File: config.mk
export PLATFORM = sky130hd
export DESIGN_NAME = terminal_line_editor_core
export DESIGN_NICKNAME = d
export VERILOG_FILES = /design/src/rtl/tle_pkg.sv /design/src/rtl/terminal_line_editor_core.sv /design/src/rtl/tle_cell.sv
export SDC_FILE = /design/constraint.sdc
export NUM_CORES = 1
export LEC_CHECK = 0
export ABC_AREA = 0
export BUFFER_PORTS_ARGS = -buffer_cell sky130_fd_sc_hd__buf_4
export CAP_MARGIN = 20
export CORE_UTILIZATION = 40
export CTS_CLUSTER_DIAMETER = 40
export DETAILED_ROUTE_END_ITERATION = 7
export SYNTH_ARGS = -nofsm -noshare
export SYNTH_HDL_FRONTEND = slang
export SYNTH_HIERARCHICAL = 1
export SYNTH_SLANG_ARGS = --single-unit
File: constraint.sdc
create_clock -name clk -period 27.8 [get_ports clk]
set_input_delay 0 -clock clk [delete_from_list [all_inputs] [get_ports clk]]
set_output_delay 0 -clock clk [all_outputs]
set_load 0.05 [all_outputs]
File: src/rtl/tle_pkg.sv
// shared constants, byte codes and the cell command type for the terminal line editor
// no dependencies
package tle_pkg;

    localparam int LINE_SIZE_DEF = 32;

    localparam logic [7:0] C_BS     = 8'h08;
    localparam logic [7:0] C_ESC    = 8'd27;
    localparam logic [7:0] C_RIGHT  = 8'd67;
    localparam logic [7:0] C_LEFT   = 8'd68;
    localparam logic [7:0] C_INSERT = 8'd50;
    localparam logic [7:0] C_DELETE = 8'd51;
    localparam logic [7:0] C_HOME   = 8'h48;
    localparam logic [7:0] C_END    = 8'h46;
    localparam logic [7:0] C_DEL    = 8'h7f;
    localparam logic [7:0] C_BEL    = 8'h07;
    localparam logic [7:0] C_NL     = 8'h0a;
    localparam logic [7:0] C_SPACE  = 8'h20;
    localparam logic [7:0] C_LBRACK = 8'h5b;
    localparam logic [7:0] C_UPPERO = 8'h4f;

    localparam logic [2:0] PH_IDLE    = 3'd0;
    localparam logic [2:0] PH_ESC     = 3'd1;
    localparam logic [2:0] PH_BRACKET = 3'd2;
    localparam logic [2:0] PH_O       = 3'd3;
    localparam logic [2:0] PH_SKIP    = 3'd4;
    localparam logic [2:0] PH_DELETE  = 3'd5;

    localparam logic [1:0] OP_HOLD   = 2'd0;
    localparam logic [1:0] OP_WRITE  = 2'd1;
    localparam logic [1:0] OP_INSERT = 2'd2;
    localparam logic [1:0] OP_REMOVE = 2'd3;

    typedef struct packed {
        logic [1:0] op;
        logic [4:0] pos;
        logic [7:0] ch;
    } cell_cmd_t;

endpackage

File: src/rtl/terminal_line_editor_core.sv
// terminal line editor: decodes keys, edits the line in a row of cells, emits echo words
// a word is taken in ST_IDLE, decoded and edited in ST_DECODE, then ST_EMIT gives one result
// per cycle unless out_stall holds the output; a word yields up to 61 results or none, and a
// new word is taken only after the previous word's last result (in_stall is high until then)
// reset: rst_n asynchronous, clears line length, cursor, insert mode and escape phase;
// the cell contents are left as they are
module terminal_line_editor_core
    import tle_pkg::*;
#(
    parameter int LINE_SIZE = LINE_SIZE_DEF
)
(
    input  logic       clk,
    input  logic       rst_n,
    input  logic       in_valid,
    output logic       in_stall,
    input  logic       req_type,
    input  logic [7:0] rx_byte,
    input  logic [4:0] read_index,
    output logic       out_valid,
    input  logic       out_stall,
    output logic       out_kind,
    output logic [7:0] out_byte,
    output logic       is_last,
    output logic       line_done,
    output logic [4:0] line_length
);

    localparam int         IDX_W   = (LINE_SIZE > 1) ? $clog2(LINE_SIZE) : 1;
    localparam logic [4:0] FULL_AT = 5'(LINE_SIZE - 2);

    localparam logic [1:0] ST_IDLE   = 2'd0;
    localparam logic [1:0] ST_DECODE = 2'd1;
    localparam logic [1:0] ST_EMIT   = 2'd2;

    logic [1:0] state_reg, state_next;
    logic       kind_reg;
    logic [7:0] byte_reg;
    logic [4:0] idx_reg;

    logic [4:0] cnt_reg, cnt_next;
    logic [4:0] cur_reg, cur_next;
    logic       ins_reg, ins_next;
    logic [2:0] ph_reg, ph_next;
    logic       closed_reg, closed_next;

    logic       pre_v_reg, pre_v_next;
    logic [7:0] pre_byte_reg, pre_byte_next;
    logic       pre_done_reg, pre_done_next;
    logic [5:0] sp_ptr_reg, sp_ptr_next;
    logic [5:0] sp_end_reg, sp_end_next;
    logic       post_v_reg, post_v_next;
    logic [4:0] bs_reg, bs_next;

    logic       ov_reg, ov_next;
    logic       okind_reg, okind_next;
    logic [7:0] obyte_reg, obyte_next;
    logic       olast_reg, olast_next;
    logic       odone_reg, odone_next;
    logic [4:0] olen_reg, olen_next;

    cell_cmd_t  cmd;
    logic [7:0] cell_q [LINE_SIZE];
    logic [7:0] span_byte;

    genvar gi;
    generate
        for (gi = 0; gi < LINE_SIZE; gi++)
        begin : g_cell
            logic [7:0] lq;
            logic [7:0] rq;
            if (gi == 0)
            begin : g_first
                assign lq = 8'h00;
            end
            else
            begin : g_left
                assign lq = cell_q[gi-1];
            end
            if (gi == LINE_SIZE - 1)
            begin : g_last
                assign rq = 8'h00;
            end
            else
            begin : g_right
                assign rq = cell_q[gi+1];
            end
            tle_cell #(.INDEX(gi)) u_cell (
                .clk     (clk),
                .cmd     (cmd),
                .left_q  (lq),
                .right_q (rq),
                .q       (cell_q[gi])
            );
        end
    endgenerate

    assign span_byte = cell_q[sp_ptr_reg[IDX_W-1:0]];

    always_comb
    begin
        logic [4:0] ec;
        logic [4:0] eu;
        logic [2:0] ph;
        logic       do_plain;
        logic       span_left;
        logic       rem;
        logic       slot_free;

        state_next    = state_reg;
        cnt_next      = cnt_reg;
        cur_next      = cur_reg;
        ins_next      = ins_reg;
        ph_next       = ph_reg;
        closed_next   = closed_reg;
        pre_v_next    = pre_v_reg;
        pre_byte_next = pre_byte_reg;
        pre_done_next = pre_done_reg;
        sp_ptr_next   = sp_ptr_reg;
        sp_end_next   = sp_end_reg;
        post_v_next   = post_v_reg;
        bs_next       = bs_reg;
        ov_next       = ov_reg;
        okind_next    = okind_reg;
        obyte_next    = obyte_reg;
        olast_next    = olast_reg;
        odone_next    = odone_reg;
        olen_next     = olen_reg;
        cmd.op        = OP_HOLD;
        cmd.pos       = cur_reg;
        cmd.ch        = byte_reg;
        ec            = closed_reg ? 5'd0 : cnt_reg;
        eu            = closed_reg ? 5'd0 : cur_reg;
        ph            = closed_reg ? PH_IDLE : ph_reg;
        do_plain      = 1'b0;
        span_left     = sp_ptr_reg < sp_end_reg;
        rem           = 1'b0;
        slot_free     = !ov_reg || !out_stall;

        if (ov_reg && !out_stall)
            ov_next = 1'b0;

        unique case (state_reg)
            ST_IDLE:
            begin
                if (in_valid)
                    state_next = ST_DECODE;
            end
            ST_DECODE:
            begin
                pre_v_next    = 1'b0;
                pre_byte_next = 8'h00;
                pre_done_next = 1'b0;
                sp_ptr_next   = 6'd0;
                sp_end_next   = 6'd0;
                post_v_next   = 1'b0;
                bs_next       = 5'd0;
                state_next    = ST_EMIT;
                if (kind_reg)
                begin
                    if (idx_reg < cnt_reg)
                    begin
                        sp_ptr_next = {1'b0, idx_reg};
                        sp_end_next = {1'b0, idx_reg} + 6'd1;
                    end
                    else
                    begin
                        pre_v_next = 1'b1;
                    end
                end
                else
                begin
                    cnt_next    = ec;
                    cur_next    = eu;
                    closed_next = 1'b0;
                    ph_next     = PH_IDLE;
                    case (ph)
                        PH_ESC:
                        begin
                            if (byte_reg == C_LBRACK)
                                ph_next = PH_BRACKET;
                            else if (byte_reg == C_UPPERO)
                                ph_next = PH_O;
                            else if (byte_reg != C_ESC)
                                do_plain = 1'b1;
                        end
                        PH_BRACKET:
                        begin
                            if (byte_reg == C_RIGHT)
                            begin
                                if (eu < ec)
                                begin
                                    sp_ptr_next = {1'b0, eu};
                                    sp_end_next = {1'b0, eu} + 6'd1;
                                    cur_next    = eu + 5'd1;
                                end
                            end
                            else if (byte_reg == C_LEFT)
                            begin
                                pre_v_next = 1'b1;
                                if (eu > 5'd0)
                                begin
                                    pre_byte_next = C_BS;
                                    cur_next      = eu - 5'd1;
                                end
                                else
                                begin
                                    pre_byte_next = C_BEL;
                                end
                            end
                            else if (byte_reg == C_INSERT)
                            begin
                                ins_next = !ins_reg;
                                ph_next  = PH_SKIP;
                            end
                            else if (byte_reg == C_DELETE)
                            begin
                                ph_next = PH_DELETE;
                            end
                        end
                        PH_O:
                        begin
                            if (byte_reg == C_HOME)
                            begin
                                bs_next  = eu;
                                cur_next = 5'd0;
                            end
                            else if (byte_reg == C_END)
                            begin
                                sp_ptr_next = {1'b0, eu};
                                sp_end_next = {1'b0, ec};
                                cur_next    = ec;
                            end
                        end
                        PH_SKIP:
                        begin
                            ph_next = PH_IDLE;
                        end
                        PH_DELETE:
                        begin
                            if (eu < ec)
                            begin
                                cmd.op      = OP_REMOVE;
                                cmd.pos     = eu;
                                cnt_next    = ec - 5'd1;
                                sp_ptr_next = {1'b0, eu};
                                sp_end_next = {1'b0, ec - 5'd1};
                                post_v_next = 1'b1;
                                bs_next     = ec - eu;
                            end
                        end
                        default:
                        begin
                            if (byte_reg == C_ESC)
                                ph_next = PH_ESC;
                            else
                                do_plain = 1'b1;
                        end
                    endcase
                    if (do_plain)
                    begin
                        if (byte_reg == C_NL)
                        begin
                            pre_v_next    = 1'b1;
                            pre_byte_next = C_NL;
                            pre_done_next = 1'b1;
                            cmd.op        = OP_WRITE;
                            cmd.pos       = ec;
                            cnt_next      = ec + 5'd1;
                            closed_next   = 1'b1;
                        end
                        else if (byte_reg == C_DEL)
                        begin
                            if (eu > 5'd0)
                            begin
                                cmd.op        = OP_REMOVE;
                                cmd.pos       = eu - 5'd1;
                                cnt_next      = ec - 5'd1;
                                cur_next      = eu - 5'd1;
                                pre_v_next    = 1'b1;
                                pre_byte_next = C_BS;
                                sp_ptr_next   = {1'b0, eu - 5'd1};
                                sp_end_next   = {1'b0, ec - 5'd1};
                                post_v_next   = 1'b1;
                                bs_next       = ec - eu + 5'd1;
                            end
                        end
                        else if (byte_reg >= C_SPACE && byte_reg < C_DEL)
                        begin
                            pre_v_next = 1'b1;
                            if (ec < FULL_AT)
                            begin
                                pre_byte_next = byte_reg;
                                cur_next      = eu + 5'd1;
                                cmd.pos       = eu;
                                if (ins_reg)
                                begin
                                    cmd.op      = OP_INSERT;
                                    cnt_next    = ec + 5'd1;
                                    sp_ptr_next = {1'b0, eu} + 6'd1;
                                    sp_end_next = {1'b0, ec} + 6'd1;
                                    bs_next     = ec - eu;
                                end
                                else
                                begin
                                    cmd.op = OP_WRITE;
                                    if (eu == ec)
                                        cnt_next = ec + 5'd1;
                                end
                            end
                            else
                            begin
                                pre_byte_next = C_BEL;
                            end
                        end
                    end
                end
            end
            ST_EMIT:
            begin
                if (!pre_v_reg && !span_left && !post_v_reg && bs_reg == 5'd0)
                begin
                    state_next = ST_IDLE;
                end
                else if (slot_free)
                begin
                    ov_next    = 1'b1;
                    okind_next = kind_reg;
                    odone_next = 1'b0;
                    olen_next  = cnt_reg;
                    if (pre_v_reg)
                    begin
                        obyte_next = pre_byte_reg;
                        odone_next = pre_done_reg;
                        pre_v_next = 1'b0;
                        rem        = span_left || post_v_reg || bs_reg != 5'd0;
                    end
                    else if (span_left)
                    begin
                        obyte_next  = span_byte;
                        sp_ptr_next = sp_ptr_reg + 6'd1;
                        rem         = (sp_ptr_reg + 6'd1 < sp_end_reg) || post_v_reg
                                      || bs_reg != 5'd0;
                    end
                    else if (post_v_reg)
                    begin
                        obyte_next  = C_SPACE;
                        post_v_next = 1'b0;
                        rem         = bs_reg != 5'd0;
                    end
                    else
                    begin
                        obyte_next = C_BS;
                        bs_next    = bs_reg - 5'd1;
                        rem        = bs_reg > 5'd1;
                    end
                    olast_next = !rem;
                    if (!rem)
                        state_next = ST_IDLE;
                end
            end
            default:
            begin
                state_next = ST_IDLE;
            end
        endcase
    end

    always_ff @(posedge clk or negedge rst_n)
    begin
        if (!rst_n)
        begin
            state_reg  <= ST_IDLE;
            cnt_reg    <= 5'd0;
            cur_reg    <= 5'd0;
            ins_reg    <= 1'b0;
            ph_reg     <= PH_IDLE;
            closed_reg <= 1'b0;
            pre_v_reg  <= 1'b0;
            sp_ptr_reg <= 6'd0;
            sp_end_reg <= 6'd0;
            post_v_reg <= 1'b0;
            bs_reg     <= 5'd0;
            ov_reg     <= 1'b0;
        end
        else
        begin
            state_reg  <= state_next;
            cnt_reg    <= cnt_next;
            cur_reg    <= cur_next;
            ins_reg    <= ins_next;
            ph_reg     <= ph_next;
            closed_reg <= closed_next;
            pre_v_reg  <= pre_v_next;
            sp_ptr_reg <= sp_ptr_next;
            sp_end_reg <= sp_end_next;
            post_v_reg <= post_v_next;
            bs_reg     <= bs_next;
            ov_reg     <= ov_next;
        end
    end

    always_ff @(posedge clk)
    begin
        if (state_reg == ST_IDLE && in_valid)
        begin
            kind_reg <= req_type;
            byte_reg <= rx_byte;
            idx_reg  <= read_index;
        end
        pre_byte_reg <= pre_byte_next;
        pre_done_reg <= pre_done_next;
        okind_reg    <= okind_next;
        obyte_reg    <= obyte_next;
        olast_reg    <= olast_next;
        odone_reg    <= odone_next;
        olen_reg     <= olen_next;
    end

    assign in_stall    = state_reg != ST_IDLE;
    assign out_valid   = ov_reg;
    assign out_kind    = okind_reg;
    assign out_byte    = obyte_reg;
    assign is_last     = olast_reg;
    assign line_done   = odone_reg;
    assign line_length = olen_reg;

endmodule

File: src/rtl/tle_cell.sv
// one character cell of the line store, shifts with its neighbours
// depends on tle_pkg
module tle_cell
    import tle_pkg::*;
#(
    parameter int INDEX = 0
)
(
    input  logic       clk,
    input  cell_cmd_t  cmd,
    input  logic [7:0] left_q,
    input  logic [7:0] right_q,
    output logic [7:0] q
);

    localparam logic [4:0] IDX = 5'(INDEX);

    logic [7:0] data_reg;
    logic [7:0] data_next;

    always_comb
    begin
        data_next = data_reg;
        case (cmd.op)
            OP_WRITE:
            begin
                if (IDX == cmd.pos)
                    data_next = cmd.ch;
            end
            OP_INSERT:
            begin
                if (IDX == cmd.pos)
                    data_next = cmd.ch;
                else if (IDX > cmd.pos)
                    data_next = left_q;
            end
            OP_REMOVE:
            begin
                if (IDX >= cmd.pos)
                    data_next = right_q;
            end
            default:
            begin
                data_next = data_reg;
            end
        endcase
    end

    always_ff @(posedge clk)
    begin
        data_reg <= data_next;
    end

    assign q = data_reg;

endmodule
### After elaboration in Yosys (flattened, before gate mapping)

Index checks and enable logic that the tools add are counted.

* mux-type cells: 321
* add/subtract/negate cells: 11
* reductions and logical operators: 67
* bitwise gates (word level): 5
* eq/ne operators: 159
* order comparisons: 74

Operators by type and width (number)
* 8-bit 2-to-1 mux: 138
* 8-bit one-hot mux with 3 select lines: 32
* 5-bit 2-to-1 mux: 47
* 6-bit 2-to-1 mux: 24
* 2-bit by 1-bit != test with 1-bit output (second input constant): 64
* 4-bit AND reduction: 32
* 3-bit by 1-bit != test with 1-bit output (second input constant): 32
* 5-bit equality test (first input constant): 16
* 5-bit greater-or-equal comparator (first input constant): 16
* 5-bit greater-than comparator (first input constant): 16
* 7-bit 2-to-1 mux: 10
* 8-bit by 7-bit equality test with 1-bit output (second input constant): 7
* 1-bit 2-to-1 mux: 42
* 8-bit binary-select mux with 5-bit select: 1
* 4-bit by 5-bit equality test with 1-bit output (first input constant): 8
* 4-bit by 5-bit greater-or-equal comparator with 1-bit output (first input constant): 8
* 4-bit by 5-bit greater-than comparator with 1-bit output (first input constant): 8
* 5-bit one-hot mux with 2 select lines: 3
* 3-bit by 5-bit equality test with 1-bit output (first input constant): 4
* 3-bit by 5-bit greater-or-equal comparator with 1-bit output (first input constant): 4
* 3-bit by 5-bit greater-than comparator with 1-bit output (first input constant): 4
* 5-bit by 1-bit adder with 6-bit output (second input constant): 3
* 6-bit one-hot mux with 3 select lines: 1
* 8-bit by 6-bit equality test with 1-bit output (second input constant): 2
* 52 further kinds: 115

* bits of input ports: 18
* word-level logic and storage cells: 691
* bits in registers: 332

### Longest topological paths before layout

* depth after elaboration: 15
* depth in mapped cells: 16

### Cells and area by module

Netlist, hierarchy kept.

Modules (own cells, without submodules)
* terminal_line_editor_core: sequential area each 2097.0 µm², area each 8006.4 µm², cells an instance 819, instances 1
* tle_cell at g_cell[17].u_cell ...: sequential area each 240.2 µm², area each 544.3 µm², cells an instance 52, instances 2
* tle_cell at g_cell[0].u_cell ...: sequential area each 240.2 µm², area each 541.8 µm², cells an instance 50, instances 2
* tle_cell at g_cell[11].u_cell ...: sequential area each 240.2 µm², area each 533.0 µm², cells an instance 52, instances 2
* tle_cell at g_cell[29].u_cell: sequential area each 240.2 µm², area each 679.4 µm², cells an instance 77, instances 1
* tle_cell at g_cell[30].u_cell: sequential area each 240.2 µm², area each 669.4 µm², cells an instance 77, instances 1
* tle_cell at g_cell[4].u_cell: sequential area each 240.2 µm², area each 666.9 µm², cells an instance 53, instances 1
* tle_cell at g_cell[1].u_cell: sequential area each 240.2 µm², area each 645.6 µm², cells an instance 68, instances 1
* tle_cell at g_cell[8].u_cell: sequential area each 240.2 µm², area each 601.8 µm², cells an instance 50, instances 1
* tle_cell at g_cell[10].u_cell: sequential area each 240.2 µm², area each 593.1 µm², cells an instance 53, instances 1
* tle_cell at g_cell[20].u_cell: sequential area each 240.2 µm², area each 573.0 µm², cells an instance 50, instances 1
* tle_cell at g_cell[15].u_cell: sequential area each 240.2 µm², area each 570.5 µm², cells an instance 52, instances 1
* tle_cell at g_cell[7].u_cell: sequential area each 240.2 µm², area each 569.3 µm², cells an instance 53, instances 1
* tle_cell at g_cell[14].u_cell: sequential area each 240.2 µm², area each 560.5 µm², cells an instance 51, instances 1
* 16 more rows

### Least setup slack after synthesis

No wires, ideal clock.

* path type: register to register
* start point: reg byte_reg[3]
* end point: reg g_cell[12].u_cell.data_reg[0] (data pin)
* setup slack: 17.916 ns
* data required time: 27.620 ns
* cell stages (with the launch flop): 12
* setup time: 0.180 ns
* data arrival time: 9.704 ns
* path through: edfxtp_1 > buf_2 > or3b_1 > o31a_1 > a21o_1 > clkbuf_1 > nand2_1 > nor2_1 > a221oi_1 > clkinvlp_2 > a31o_4 > a221oi_1

RTL lines
* from (decl): RTL line terminal_line_editor_core.sv:38 `logic [7:0] byte_reg;`
* from (signal assigned): RTL line terminal_line_editor_core.sv:408 `byte_reg <= rx_byte;`
* to (signal assigned): RTL line tle_cell.sv:51 `data_reg <= data_next;`
* to (decl): RTL line tle_cell.sv:18 `logic [7:0] data_reg;`

==> flow_metrics.py <==
metrics = {
    "setup_path": {
        "startpoint_type": "flop",
        "cp_slowest_stage_delay_ns": 0.82,
        "worstPathRequired_ns": 28.02,
        "timing.rr.end": "g_cell[20].u_cell/q[4]$_DFFE_PP_",
        "end_kind": "flop",
        "crit_chain": "buf_4 > nor2b_1 > clkinv_1 > ha_1 > a221oi_1 > and3_1 > nor3_2 > nor2_1 > nor2_4 > buf_4 > buf_4 > buf_4 > inv_1 > a21oi_1",
        "reg2reg_depth": 14,
        "r2r_start": "closed_reg$_DFFE_PN0P_",
        "slowest_stage": "buf_4",
        "crit_path_frequent_cell": "buf_4",
        "r2r_slack_ns": 20.23,
        "critPathMaxFanout": 81,
        "critPathKind": "reg -> reg",
        "crit_arrival_ns": 7.79,
    },
    "synthesis": {
        "synth_cell_type_count": 115,
        "yosysTopAreaCellShare_pct": 34.3,
        "synth_seq_area_share_pct": 37.8,
        "synth_edf_count": 295,
        "yosys-top-cells-area": "edfxtp_1, a221oi_1, mux4_2, a2111oi_0, inv_1",
        "yosysMostFrequentCell": "edfxtp_1",
        "async_flop_share_pct": 11.1,
        "syn_avg_cell_area_sq_um": 10.2,
        "syn-instance-count": 2535,
        "yosys_warnings": 6,
        "synth_seq_cells": 332,
        "syn_area_sq_um": 25900,
        "synth_common_cells": "edfxtp_1, inv_1, nor2_1",
        "synth_largest_area_cell": "edfxtp_1",
        "synthFlopType": "edfxtp_1",
    },
    "global_routing": {
        "grt_pass1_wl_um": 138000,
        "grt_max_degree": 210,
        "grt_pass1_vias": 22200,
        "antenna_found_initial": 1,
        "track_usage_pct": 26.9,
        "overflow": 0,
    },
    "clocking": {
        "cts_tree": "done",
        "cts_made_buffers": 72,
        "root_buffer": "clkbuf_16",
        "clock_path_buffers": 3,
        "cts_sinks": 332,
        "clk_pin_slew_ns": 0.05,
        "clk_latency_ns": 0.61,
        "htreeDepth": 3,
        "ctsResizeCount": 0,
    },
    "route": {
        "vias": 23200,
        "ant_nets": 0,
        "drc": 0,
        "routed_wl_um": 90600,
        "viasPerCell": 6.72,
        "drt-wirelength-per-cell_um": 26.3,
        "drt_pass1_iterations": 6,
        "drtIter0Drc": 2987,
    },
    "floorplanning": {
        "rows": 92,
        "ioPinCount": 36,
        "start_util_pct": 40.8,
        "die-area_sq_um": 65700,
        "die_x_um": 256,
        "die_h_um": 256,
        "core_area_sq_um": 63400,
    },
    "place": {
        "portBuffers": 35,
        "dpl.hpwl_um": 59000,
        "preCtsSetupSlack_ns": 20.42,
        "gp_congestion": 0.986,
    },
    "layout": {
        "final_nets": 2596,
        "fillers": 5828,
        "largest_register_ffs": 256,
        "syn_to_final_growth_pct": 13.0,
        "antenna_cells": 0,
        "layout-drive-gt1-share_pct": 16.7,
    },
    "power": {
        "power.net_switching_uw": 1060,
        "power.density_nw_per_um2": 88.6,
        "power_uw": 2590,
        "p_leak_uw": 0.0101,
        "swShare_pct": 40.8,
        "p_comb_share_pct": 42.0,
        "vdd_drop_max_mv": 0.0655,
        "p_seq_share_pct": 25.2,
        "p_int_uw": 1530,
        "pwr-share-clk_pct": 32.8,
    },
    "sta": {
        "setup_slack_ns": 20.23,
        "finalHoldViolCount": 0,
        "max_freq_mhz": 132,
        "slew_violations": 0,
        "finalSetupViolations": 0,
        "fin_tns_setup_ns": 0,
        "tightest_slew_ns": 1.19,
        "fin_crit_ns": 7.57,
        "slew_headroom_pct": 20.9,
        "finClkSkew_ns": 0.0424,
        "period_share_pct": 27.2,
        "rsz0062_at_grt": "no",
    },
    "worst_hold_path": {
        "min_to": "kind_reg$_DFFE_PP_",
        "hold_class": "in -> reg",
        "hold_path.startpoint": "req_type",
        "worstHoldPathCells": 2,
    },
    "run": {
        "cap_violations": 0,
    },
    "run_status": {
        "outcome": "finished clean",
    },
}
## power groups by stage
| stage | Clock (uW) | Sequential, uW | Combinational, uW |
|---|---|---|---|
| 2_1_floorplan | 0 | 678 | 753 |
| 3_3_place_gp | 0 | 660 | 1040 |
| 3_5_place_dp | 0 | 661 | 1050 |
| 4_1_cts | 862 | 653 | 1060 |
| 5_1_grt | 882 | 659 | 1150 |
| 6_report | 848 | 654 | 1090 |
## kinds of logic (layout without fill, tap and decap cells)
| kind of cell | after synthesis | in the layout | synth area share (%) |
|---|---|---|---|
| compound gates | 827 | 827 | 27.7 |
| simple gates | 724 | 724 | 15.8 |
| buf+inv | 499 | 549 | 8.94 |
| flops | 332 | 332 | 37.8 |
| mux | 95 | 95 | 7.29 |
| fa+ha+maj | 32 | 32 | 1.55 |
| xor+xnor | 25 | 25 | 0.900 |
| other cells | 1 | 17 | 0.0145 |
## critical path, delay by kind of cell (launching register included)
kind / cells / cell delay [ns]
AOI/OAI and AO/OA: 2 / 0.85
and+or+nand+nor: 5 / 1.98
adders and majority gates: 1 / 0.45
buffers and inverters: 6 / 3.42
DFF: 1 / 0.35
## metrics by stage
step / utilization [%] / instance area [sq um] / hold slack [ns] / std cells
after global routing: 46.1 / 29200 / 0.105 / 3447
after CTS: 46.0 / 29200 / 0.101 / 3435
after global placement: 41.9 / 26500 / 0.0143 / 3284
after detailed placement: 41.9 / 26600 / 0.0183 / 3287
final: 46.1 / 29200 / 0.119 / 3447
after floorplan: - / 25900 / -0.296 / 2551
## routing by layer
layer / GRT usage [%] / routed length (um)
met5: 0 / 0
met1: 38.2 / 38500
met4: 8.98 / 2630
met2: 40.9 / 40400
met3: 5.07 / 9060
## area by class of cell
type                            instances  area [sq um]  share of cell area [%]
Multi-Input combinational cell       1720         13900                    47.7
Clock buffer                           85          1950                    6.66
Inverter                              312          1190                    4.06
Timing Repair Buffer                  108           877                    3.00
Sequential cell                       332          9790                    33.5
Tap cell                              846          1060                    3.62
Clock inverter                         44           443                    1.52
## placed cells by master, fill, tap and decap left out, types with 17 or more instances in the layout
| master | n |
|---|---|
| ha_1 | 32 |
| buf_4 | 72 |
| nand3_1 | 39 |
| dfrtp_1 | 35 |
| a2111oi_1 | 19 |
| conb_1 | 17 |
| nand2_1 | 76 |
| xnor2_1 | 19 |
| nor2b_1 | 109 |
| a2111oi_2 | 23 |
| nand4_1 | 19 |
| a31oi_1 | 39 |
| a21oi_1 | 77 |
| o211ai_1 | 18 |
| dlygate4sd3_1 | 18 |
| nand2b_1 | 50 |
| a221oi_1 | 207 |
| mux4_2 | 74 |
| nor3_1 | 75 |
| o21ai_0 | 41 |
| a221oi_2 | 26 |
| inv_1 | 283 |
| edfxtp_1 | 295 |
| nor2_1 | 209 |
| a2111oi_0 | 177 |
| clkbuf_16 | 76 |
## timing repair
action,4_1_cts,5_1_grt
hold endpoints to repair,56,0
setup endpoints to repair,0,0
hold buffers,19,0
setup buffers,0,0
## worst max-delay path by stage
stage	startpoint	end	slack, ns	cells after the start
floorplan	byte_reg[3]$_DFFE_PP_	g_cell[12].u_cell/q[0]$_DFFE_PP_	17.92	11
global placement	closed_reg$_DFFE_PN0P_	g_cell[22].u_cell/q[4]$_DFFE_PP_	20.67	14
detailed placement	closed_reg$_DFFE_PN0P_	g_cell[22].u_cell/q[3]$_DFFE_PP_	20.42	14
CTS	closed_reg$_DFFE_PN0P_	g_cell[22].u_cell/q[4]$_DFFE_PP_	20.38	14
global route	closed_reg$_DFFE_PN0P_	g_cell[20].u_cell/q[4]$_DFFE_PP_	19.93	14
finish	closed_reg$_DFFE_PN0P_	g_cell[20].u_cell/q[4]$_DFFE_PP_	20.23	14
No activity file was read; power rests on OpenSTA's default activity.
